## src/rtl/core/xydpr_pkg.sv

```systemverilog
// Package for the XY delay/feedback parameter ramp.
// Holds the preset ROM, exponent coefficients and item field types.
// No dependencies.
package xydpr_pkg;

	typedef struct packed {
		logic        command;
		logic [16:0] x_pos;
		logic [16:0] y_pos;
	} in_item_t;

	typedef struct packed {
		logic [14:0] delay_time;
		logic [14:0] feedback_amount;
		logic        ramping;
	} out_item_t;

	localparam logic [1:0] CFG_PRESET    = 2'd0;
	localparam logic [1:0] CFG_SMOOTHING = 2'd1;
	localparam logic [1:0] CFG_STEPS     = 2'd2;

	localparam logic CMD_SET  = 1'b0;
	localparam logic CMD_TICK = 1'b1;

	// Center mapping of row zero, x = y = 0.5
	localparam logic [14:0] RESET_DELAY = 15'd3578;
	localparam logic [14:0] RESET_FB    = 15'd11469;

	function automatic logic [14:0] row_dmin(input logic [2:0] r);
		case (r)
			3'd0: row_dmin = 15'd800;
			3'd1: row_dmin = 15'd320;
			3'd2: row_dmin = 15'd1600;
			3'd3: row_dmin = 15'd3200;
			3'd4: row_dmin = 15'd960;
			3'd5: row_dmin = 15'd4800;
			3'd6: row_dmin = 15'd1920;
			default: row_dmin = 15'd160;
		endcase
	endfunction

	function automatic logic [14:0] row_dmax(input logic [2:0] r);
		case (r)
			3'd0: row_dmax = 15'd16000;
			3'd1: row_dmax = 15'd3200;
			3'd2: row_dmax = 15'd12800;
			3'd3: row_dmax = 15'd32000;
			3'd4: row_dmax = 15'd16000;
			3'd5: row_dmax = 15'd32000;
			3'd6: row_dmax = 15'd9600;
			default: row_dmax = 15'd32000;
		endcase
	endfunction

	function automatic logic [18:0] row_log2(input logic [2:0] r);
		case (r)
			3'd0: row_log2 = 19'd283242;
			3'd1: row_log2 = 19'd217706;
			3'd2: row_log2 = 19'd196608;
			3'd3: row_log2 = 19'd217706;
			3'd4: row_log2 = 19'd266004;
			3'd5: row_log2 = 19'd179370;
			3'd6: row_log2 = 19'd152170;
			default: row_log2 = 19'd500948;
		endcase
	endfunction

	function automatic logic [14:0] row_fmin(input logic [2:0] r);
		case (r)
			3'd2: row_fmin = 15'd3277;
			3'd3: row_fmin = 15'd6554;
			3'd5: row_fmin = 15'd9830;
			3'd6: row_fmin = 15'd3277;
			default: row_fmin = 15'd0;
		endcase
	endfunction

	function automatic logic [14:0] row_fmax(input logic [2:0] r);
		case (r)
			3'd0: row_fmax = 15'd22938;
			3'd1: row_fmax = 15'd9830;
			3'd2: row_fmax = 15'd19661;
			3'd3: row_fmax = 15'd26214;
			3'd4: row_fmax = 15'd16384;
			3'd5: row_fmax = 15'd29491;
			3'd6: row_fmax = 15'd22938;
			default: row_fmax = 15'd31130;
		endcase
	endfunction

	// ln2^k/k! in Q30, k = 6 down to 1; index 6 is the constant one
	function automatic logic [30:0] exp_coef(input logic [2:0] k);
		case (k)
			3'd0: exp_coef = 31'd165394;
			3'd1: exp_coef = 31'd1431680;
			3'd2: exp_coef = 31'd10327388;
			3'd3: exp_coef = 31'd59597083;
			3'd4: exp_coef = 31'd257941247;
			3'd5: exp_coef = 31'd744261118;
			default: exp_coef = 31'd1073741824;
		endcase
	endfunction

endpackage

```

## src/rtl/core/xydpr_stream_if.sv

```systemverilog
// Valid/ready channel interface carrying one payload item.
// Payload type is a parameter; used with xydpr_pkg item types.
interface xydpr_stream_if #(
	parameter type T = logic
);
	logic valid;
	logic ready;
	T     data;

	modport source (output valid, output data, input ready);
	modport sink (input valid, input data, output ready);
endinterface

```

## src/rtl/core/xy_delay_parameter_ramp.sv

```systemverilog
// XY delay/feedback parameter ramp, top level.
// Depends on xydpr_pkg and xydpr_stream_if.
//
// Usage:
//   in_ch  carries items {command, x_pos, y_pos}; command 0 sets a position,
//          command 1 is a tick that advances a running ramp by one step.
//   out_ch returns one item {delay_time, feedback_amount, ramping} per input.
//   cfg_we/cfg_index/cfg_data write preset_select (0), smoothing_on (1) and
//   ramp_steps (2); write only while the block is idle.
// Timing:
//   A tick passes the TICK and OUT states before its result is offered. A
//   set position that jumps passes one exponent step, six Horner steps on
//   the one shared multiplier, one scale step and one feedback step. A set
//   position that starts a ramp adds two restoring divisions of AW quotient
//   bits each (AW = FRAC_BITS+17, one quotient bit per cycle). After the
//   result is taken the block returns to idle before the next accept, so it
//   never takes a new item before the last result is taken.
//   in_ch.ready is low while an item is in work and while its result waits.
// Reset:
//   Registers go to preset 0, smoothing on, 4800 steps; both values sit at the
//   center mapping of preset 0 with no ramp running. Results are held in the
//   output register for as long as the receiver stalls.
module xy_delay_parameter_ramp #(
	parameter int FRAC_BITS  = 16,
	parameter int COUNT_BITS = 16
) (
	input  logic                clk,
	input  logic                arst_n,
	xydpr_stream_if.sink        in_ch,
	xydpr_stream_if.source      out_ch,
	input  logic                cfg_we,
	input  logic [1:0]          cfg_index,
	input  logic [15:0]         cfg_data
);

	localparam int AW = 15 + FRAC_BITS + 2;   // accumulator incl. sign
	localparam int CW = COUNT_BITS;
	localparam int CNW = $clog2(AW + 1);

	localparam logic [3:0] ST_IDLE = 4'd0;
	localparam logic [3:0] ST_EXPO = 4'd1;
	localparam logic [3:0] ST_HORN = 4'd2;
	localparam logic [3:0] ST_SCAL = 4'd3;
	localparam logic [3:0] ST_GOAL = 4'd4;
	localparam logic [3:0] ST_DIVS = 4'd5;
	localparam logic [3:0] ST_DIV  = 4'd6;
	localparam logic [3:0] ST_TICK = 4'd7;
	localparam logic [3:0] ST_OUT  = 4'd8;
	localparam logic [3:0] ST_HOLD = 4'd9;

	logic [3:0]  state_q;
	logic [2:0]  preset_q;
	logic        smooth_q;
	logic [15:0] steps_cfg_q;

	logic signed [AW-1:0] dnow_q, fnow_q, dinc_q, finc_q;
	logic [14:0] dgoal_q, fgoal_q;
	logic [CW-1:0] left_q;

	logic [16:0] x_q, y_q;
	logic [2:0]  k_q;
	logic [18:0] e_q;
	logic [30:0] p_q;
	logic        which_q;
	logic [AW-1:0] rem_q, quo_q, dvd_q;
	logic        neg_q;
	logic [CNW-1:0] bit_q;
	logic [CW-1:0] steps_q;
	xydpr_pkg::out_item_t res_q;

	// Shared multiplier operands
	logic [31:0] mul_a, mul_b;
	logic [63:0] mul_p;
	always_comb begin
		mul_a = '0;
		mul_b = '0;
		unique case (state_q)
			ST_EXPO: begin
				mul_a = {15'd0, x_q};
				mul_b = {13'd0, xydpr_pkg::row_log2(preset_q)};
			end
			ST_HORN: begin
				mul_a = {1'b0, p_q};
				mul_b = {16'd0, e_q[15:0]};
			end
			ST_SCAL: begin
				mul_a = {17'd0, xydpr_pkg::row_dmin(preset_q)};
				mul_b = {1'b0, p_q};
			end
			ST_GOAL: begin
				mul_a = {17'd0, xydpr_pkg::row_fmax(preset_q) - xydpr_pkg::row_fmin(preset_q)};
				mul_b = {15'd0, y_q};
			end
			default: ;
		endcase
		mul_p = mul_a * mul_b;
	end

	// Delay from scaled product, clamped to the row bounds; feedback mapped from the row minimum
	logic [52:0] dsh;
	logic [22:0] draw;
	logic [14:0] dclamp, fmap;
	always_comb begin
		dsh  = 53'(mul_p[45:0]) << e_q[18:16];
		draw = 23'((dsh + 53'(1 << 29)) >> 30);
		if (draw < 23'(xydpr_pkg::row_dmin(preset_q)))
			dclamp = xydpr_pkg::row_dmin(preset_q);
		else if (draw > 23'(xydpr_pkg::row_dmax(preset_q)))
			dclamp = xydpr_pkg::row_dmax(preset_q);
		else
			dclamp = draw[14:0];
		fmap = xydpr_pkg::row_fmin(preset_q) + 15'((mul_p[31:0] + 32'd32768) >> 16);
	end

	// Differences to divide and divider trial step
	logic signed [AW-1:0] ddiff, fdiff, sdiff;
	logic [AW-1:0] adiff, trial;
	logic [AW:0] sub;
	always_comb begin
		ddiff = $signed({2'b0, dgoal_q, FRAC_BITS'(0)}) - dnow_q;
		fdiff = $signed({2'b0, fgoal_q, FRAC_BITS'(0)}) - fnow_q;
		sdiff = which_q ? fdiff : ddiff;
		adiff = sdiff[AW-1] ? AW'(-sdiff) : AW'(sdiff);
		trial = {rem_q[AW-2:0], dvd_q[AW-1]};
		sub   = {1'b0, trial} - {{(AW+1-CW){1'b0}}, steps_q};
	end

	function automatic logic [14:0] outv(input logic signed [AW-1:0] v);
		logic [AW-1:0] r;
		r = (AW'(v) + AW'(1 << (FRAC_BITS - 1))) >> FRAC_BITS;
		outv = (r > AW'(32767)) ? 15'd32767 : r[14:0];
	endfunction

	assign in_ch.ready  = (state_q == ST_IDLE);
	assign out_ch.valid = (state_q == ST_HOLD);
	assign out_ch.data  = res_q;

	// Configuration registers
	always_ff @(posedge clk or negedge arst_n) begin
		if (!arst_n) begin
			preset_q    <= '0;
			smooth_q    <= 1'b1;
			steps_cfg_q <= 16'd4800;
		end else if (cfg_we) begin
			unique case (cfg_index)
				xydpr_pkg::CFG_PRESET:    preset_q    <= cfg_data[2:0];
				xydpr_pkg::CFG_SMOOTHING: smooth_q    <= cfg_data[0];
				xydpr_pkg::CFG_STEPS:     steps_cfg_q <= cfg_data;
				default: ;
			endcase
		end
	end

	// Sequencer and ramp state
	always_ff @(posedge clk or negedge arst_n) begin
		if (!arst_n) begin
			state_q <= ST_IDLE;
			dgoal_q <= xydpr_pkg::RESET_DELAY;
			fgoal_q <= xydpr_pkg::RESET_FB;
			dnow_q  <= $signed({2'b0, xydpr_pkg::RESET_DELAY, FRAC_BITS'(0)});
			fnow_q  <= $signed({2'b0, xydpr_pkg::RESET_FB, FRAC_BITS'(0)});
			dinc_q  <= '0;
			finc_q  <= '0;
			left_q  <= '0;
			x_q     <= '0;
			y_q     <= '0;
			steps_q <= '0;
			e_q     <= '0;
			p_q     <= '0;
			k_q     <= '0;
			which_q <= 1'b0;
			dvd_q   <= '0;
			neg_q   <= 1'b0;
			rem_q   <= '0;
			quo_q   <= '0;
			bit_q   <= '0;
		end else begin
			unique case (state_q)
				ST_IDLE: begin
					if (in_ch.valid) begin
						x_q <= (in_ch.data.x_pos > 17'd65536) ? 17'd65536 : in_ch.data.x_pos;
						y_q <= (in_ch.data.y_pos > 17'd65536) ? 17'd65536 : in_ch.data.y_pos;
						steps_q <= CW'(steps_cfg_q);
						state_q <= (in_ch.data.command == xydpr_pkg::CMD_TICK) ? ST_TICK : ST_EXPO;
					end
				end
				ST_EXPO: begin
					e_q <= 19'((mul_p[35:0] + 36'd32768) >> 16);
					p_q <= xydpr_pkg::exp_coef(3'd0);
					k_q <= 3'd1;
					state_q <= ST_HORN;
				end
				ST_HORN: begin
					p_q <= xydpr_pkg::exp_coef(k_q) + 31'(mul_p[46:16]);
					k_q <= k_q + 3'd1;
					if (k_q == 3'd6) state_q <= ST_SCAL;
				end
				ST_SCAL: begin
					dgoal_q <= dclamp;
					state_q <= ST_GOAL;
				end
				ST_GOAL: begin
					fgoal_q <= fmap;
					if (smooth_q && steps_q != '0) begin
						which_q <= 1'b0;
						state_q <= ST_DIVS;
					end else begin
						dnow_q  <= $signed({2'b0, dgoal_q, FRAC_BITS'(0)});
						fnow_q  <= $signed({2'b0, fmap, FRAC_BITS'(0)});
						dinc_q  <= '0;
						finc_q  <= '0;
						left_q  <= '0;
						state_q <= ST_OUT;
					end
				end
				ST_DIVS: begin
					dvd_q <= adiff;
					neg_q <= sdiff[AW-1];
					rem_q <= '0;
					quo_q <= '0;
					bit_q <= CNW'(AW);
					state_q <= ST_DIV;
				end
				ST_DIV: begin
					if (bit_q != '0) begin
						rem_q <= sub[AW] ? trial : sub[AW-1:0];
						quo_q <= {quo_q[AW-2:0], ~sub[AW]};
						dvd_q <= {dvd_q[AW-2:0], 1'b0};
						bit_q <= bit_q - CNW'(1);
					end else if (!which_q) begin
						dinc_q  <= neg_q ? -$signed(quo_q) : $signed(quo_q);
						which_q <= 1'b1;
						state_q <= ST_DIVS;
					end else begin
						finc_q  <= neg_q ? -$signed(quo_q) : $signed(quo_q);
						left_q  <= steps_q;
						state_q <= ST_OUT;
					end
				end
				ST_TICK: begin
					if (smooth_q && left_q != '0) begin
						if (left_q == CW'(1)) begin
							dnow_q <= $signed({2'b0, dgoal_q, FRAC_BITS'(0)});
							fnow_q <= $signed({2'b0, fgoal_q, FRAC_BITS'(0)});
							dinc_q <= '0;
							finc_q <= '0;
						end else begin
							dnow_q <= dnow_q + dinc_q;
							fnow_q <= fnow_q + finc_q;
						end
						left_q <= left_q - CW'(1);
					end
					state_q <= ST_OUT;
				end
				ST_OUT: begin
					state_q <= ST_HOLD;
				end
				ST_HOLD: begin
					if (out_ch.ready) state_q <= ST_IDLE;
				end
				default: state_q <= ST_IDLE;
			endcase
		end
	end

	// Capture the result item
	always_ff @(posedge clk) begin
		if (state_q == ST_OUT) begin
			res_q.delay_time      <= outv(dnow_q);
			res_q.feedback_amount <= outv(fnow_q);
			res_q.ramping         <= (left_q != '0);
		end
	end

endmodule

```

## src/flat_wrapper.sv

```systemverilog
// flat-port wrapper written by rule: the top's interface ports become plain ports
module xy_delay_parameter_ramp_flat 
#(
	parameter int FRAC_BITS  = 16,
	parameter int COUNT_BITS = 16
)
  (clk, arst_n, cfg_we, cfg_index, cfg_data, in_ch_valid, in_ch_data, in_ch_ready, out_ch_valid, out_ch_data, out_ch_ready);
  xydpr_stream_if #(.T(xydpr_pkg::in_item_t)) in_ch_i ();
  xydpr_stream_if #(.T(xydpr_pkg::out_item_t)) out_ch_i ();
  input  logic clk;
  input  logic arst_n;
  input  logic cfg_we;
  input  logic [1:0] cfg_index;
  input  logic [15:0] cfg_data;
  input wire logic [$bits(in_ch_i.valid)-1:0] in_ch_valid;
  input wire logic [$bits(in_ch_i.data)-1:0] in_ch_data;
  output wire logic [$bits(in_ch_i.ready)-1:0] in_ch_ready;
  output wire logic [$bits(out_ch_i.valid)-1:0] out_ch_valid;
  output wire logic [$bits(out_ch_i.data)-1:0] out_ch_data;
  input wire logic [$bits(out_ch_i.ready)-1:0] out_ch_ready;
  assign in_ch_i.valid = in_ch_valid;
  assign in_ch_i.data = in_ch_data;
  assign in_ch_ready = in_ch_i.ready;
  assign out_ch_valid = out_ch_i.valid;
  assign out_ch_data = out_ch_i.data;
  assign out_ch_i.ready = out_ch_ready;
  xy_delay_parameter_ramp #(.FRAC_BITS(FRAC_BITS), .COUNT_BITS(COUNT_BITS)) u_core (.clk(clk), .arst_n(arst_n), .in_ch(in_ch_i), .out_ch(out_ch_i), .cfg_we(cfg_we), .cfg_index(cfg_index), .cfg_data(cfg_data));
endmodule
```

## config.mk

```make
export PLATFORM = sky130hd
export DESIGN_NAME = xy_delay_parameter_ramp_flat
export DESIGN_NICKNAME = d
export VERILOG_FILES = /design/src/rtl/core/xydpr_pkg.sv /design/src/rtl/core/xydpr_stream_if.sv /design/src/rtl/core/xy_delay_parameter_ramp.sv /design/src/flat_wrapper.sv
export SDC_FILE = /design/constraint.sdc
export NUM_CORES = 2
export LEC_CHECK = 0
export ABC_CLOCK_PERIOD_IN_PS = 28700
export BUFFER_PORTS_ARGS = -buffer_cell sky130_fd_sc_hd__buf_2
export CORE_MARGIN = 3
export CORE_UTILIZATION = 50
export CTS_BUF_LIST = sky130_fd_sc_hd__clkbuf_16
export CTS_CLUSTER_DIAMETER = 200
export DETAILED_ROUTE_END_ITERATION = 10
export HOLD_SLACK_MARGIN = 0.1
export PLACE_DENSITY = 0.66
export SYNTH_ARGS = -nofsm -noshare
export SYNTH_HDL_FRONTEND = slang
export SYNTH_SLANG_ARGS = --single-unit
```

## constraint.sdc

```tcl
create_clock -name clk -period 28.7 [get_ports clk]
set_input_delay 4.305 -clock clk [delete_from_list [all_inputs] [get_ports clk]]
set_output_delay 4.305 -clock clk [all_outputs]
set_load 0.02 [all_outputs]
```

==> results.toml <==
[outcome]
status = "finished, final reports clean"

[synthesis]
postSynth.asyncResetShare = 0.930
synth_area_mm2 = 0.0570
syn_inst = 6533
yosysWarnings = 0
synth_ff_type = "dfrtp_1"
avgSynthCellArea_um2 = 8.73
ys_ff_latch = 442
synth_cell_types = 99
ys_seq_area_frac = 0.197
synth-edff-count = 31

[die]
die-height_um = 344
start_util = 0.506
dieArea_mm2 = 0.118
die-width_um = 344
rows = 123
pin_count = 91
core-area_mm2 = 0.113

[cells_and_area]
final_cell_mix = "928 x inv_1, 898 x nand2_1, 741 x fa_1, 489 x nor2_1, 372 x dfrtp_1"
fin_area_mm2 = 0.0614
multi_input_area_mm2 = 0.0420
final_common_cell = "inv_1"
fin_nets = 7822
layout-drive-gt1-share = 0.0737
nFillCells = 10500
area_growth_pct = 7.68
seq_area_mm2 = 0.0113

[worst_setup_path]
setup.worst_path.class = "flip-flop to flip-flop"
cp-start-kind = "flip-flop"
slowest_stage = "dfrtp_1"
critPathArrivalTime_ns = 16.27
crit_start = "u_core.preset_q[0]"
reg2reg_slack_ns = 12.97
path_max_fanout = 19
end_kind = "flip-flop"
crit_required_ns = 29.24
r2r_cells = 55
cp_common_cell = "fa_1"
r2r_start = "u_core.preset_q[0]"
rr_endpoint = "u_core.dgoal_q[14]"
endpoint = "u_core.dgoal_q[14]"
cpPeakStageDelay_ns = 0.64

[detailed_routing]
ant_nets = 0
route.detailed.drc = 0
dr.pass1.iters = 6
drt-wirelength-per-cell_um = 23.2
routed_wl_mm = 191
drt_iter0_markers = 4749
routed_via_density = 5.88
route.vias.total = 48200

[timing]
fmax_mhz = 63.6
finalSetupViolCount = 0
setup_tns_ns = 0
final_hold_viol_count = 0
relSlewSlack = 0.165
fin_skew_ns = 0.0278
period_minus_slack_ns = 15.73
finalMaxSlewViolations = 0
rsz0062_at_grt = "no"
worstMarginPinSlew_ns = 1.24
fin_crit_sh = 0.548

[global_routing]
antenna_found_initial = 5
grt.total_usage = 0.325
overflow = 0
grt_max_degree = 114
grt_pass1_vias = 47800
grt_pass1_wl_mm = 290

[clocking]
cts_tree = "done"
ctsRootBufferMaster = "clkbuf_16"
clockBufferDepth = 3
cts_buffers = 48
post_cts_buffers = 0
cts_resized = 0
hold_buffers = 0
ctsHtreeMaxLevel = 2
path_clk_slew_ns = 0.07
clock_sink_count = 442
clk_latency_ns = 0.62

[placed_design]
routabilityCongestion = 1.01
detailed_place_hpwl_mm = 152
placed_area_mm2 = 0.0598
io_buffers = 90

[min_path]
worstHoldPathType = "flip-flop to flip-flop"

[flow_run]
max_cap_viol_count = 0
state kept, by name (all words and copies together), names as in the netlist, 4 cells and up:
signal              count
u_core.steps_q         16
u_core.dnow_q          33
u_core.e_q             19
u_core.finc_q          33
u_core.rem_q           32
u_core.state_q          4
u_core.bit_q            6
u_core.left_q          16
u_core.quo_q           33
u_core.fnow_q          33
u_core.dinc_q          33
u_core.fgoal_q         15
u_core.y_q             17
u_core.steps_cfg_q     16
u_core.dgoal_q         15
u_core.dvd_q           33
u_core.out_ch.data     31
u_core.x_q             17
u_core.p_q             31
through the flow:
step	hold WS [ns]	utilization	setup slack [ns]	cells
after CTS	0.478	0.544	13.19	8203
after detailed placement	0.462	0.530	13.22	8114
after floorplan	0.442	-	14.66	6729
final	0.478	0.544	12.97	8205
after global routing	0.490	0.544	11.97	8204
after global placement	0.460	0.530	13.44	8114
synth_stat cells (16+ instances only):
cell	count	share of area
a211oi_1	32	0.0042
a21boi_0	22	0.0029
a21o_1	69	0.0091
a21oi_1	253	0.022
a22o_1	62	0.0095
a22oi_1	62	0.0082
a31oi_1	52	0.0057
and2_1	69	0.0076
and3_1	51	0.0056
and4_1	16	0.0025
buf_1	28	0.0018
clkbuf_1	271	0.018
dfrtp_1	372	0.16
dfstp_2	39	0.018
edfxtp_1	31	0.016
fa_1	741	0.26
ha_1	359	0.079
inv_1	924	0.061
mux2_2	102	0.020
mux2i_1	39	0.0068
nand2_1	901	0.059
nand2b_1	56	0.0061
nand3_1	162	0.014
nand4_1	48	0.0053
nor2_1	492	0.032
nor2b_1	32	0.0035
nor3_1	83	0.0073
nor4_1	44	0.0048
o211ai_1	36	0.0047
o21a_1	27	0.0036
o21ai_0	309	0.027
o21bai_1	42	0.0055
o31ai_1	45	0.0059
or2_2	29	0.0032
or3_1	55	0.0060
xnor2_1	191	0.029
xor2_1	123	0.019
worst min-delay path by stage:
| stage | start | to | slack (ns) | cells past startpoint |
|---|---|---|---|---|
| 2_1_floorplan | u_core.x_q[1] | u_core.x_q[1] | 0.44 | 2 |
| 3_3_place_gp | u_core.e_q[6] | u_core.e_q[6] | 0.46 | 2 |
| 3_5_place_dp | u_core.e_q[6] | u_core.e_q[6] | 0.46 | 2 |
| 4_1_cts | u_core.e_q[6] | u_core.e_q[6] | 0.48 | 2 |
| 5_1_grt | u_core.e_q[8] | u_core.e_q[8] | 0.49 | 2 |
| 6_report | u_core.e_q[6] | u_core.e_q[6] | 0.48 | 2 |
critical path, delay by kind of cell (launching register included):
family                   cells  cell delay, ns
adder cells (fa/ha/maj)     12            5.56
AND/OR/NAND/NOR             14            4.08
AO/OA/AOI/OAI               18            3.22
buffers and inverters        7            1.07
multiplexers                 2            0.75
flip-flops                   1            0.64
XOR/XNOR                     2            0.27
area by class of cell:
| type | instances | share of cell area |
|---|---|---|
| clock inverters | 39 | 0.00526 |
| multi-input cells | 5052 | 0.684 |
| well taps | 1500 | 0.0306 |
| repair buffers | 192 | 0.0200 |
| flip-flops and latches | 442 | 0.183 |
| inverters | 928 | 0.0567 |
| clock buffers | 50 | 0.0204 |
| diodes | 2 | 0.0000815 |
logic make-up (layout without fill, tap and decap cells):
group           after synthesis  count (layout)  synth area share
mux                         147             147            0.0292
simple gates               2109            2109             0.169
compound gates             1183            1183             0.136
fa+ha+maj                  1101            1101             0.339
flops                       442             442             0.197
xor+xnor                    314             314            0.0482
other cells                   2             200          0.000132
buf+inv                    1235            1209            0.0815
routing by layer:
metal  GRT usage  share of wire  up-vias
li1            -              -    21600
met1       0.449           0.42    24000
met2       0.504           0.44     2181
met3      0.0541          0.086      480
met4       0.143          0.054        4
met5           0        0.00014        -
Power is not shown: default switching activity piles up to over one toggle a cycle in this logic, so the estimate is an artifact.
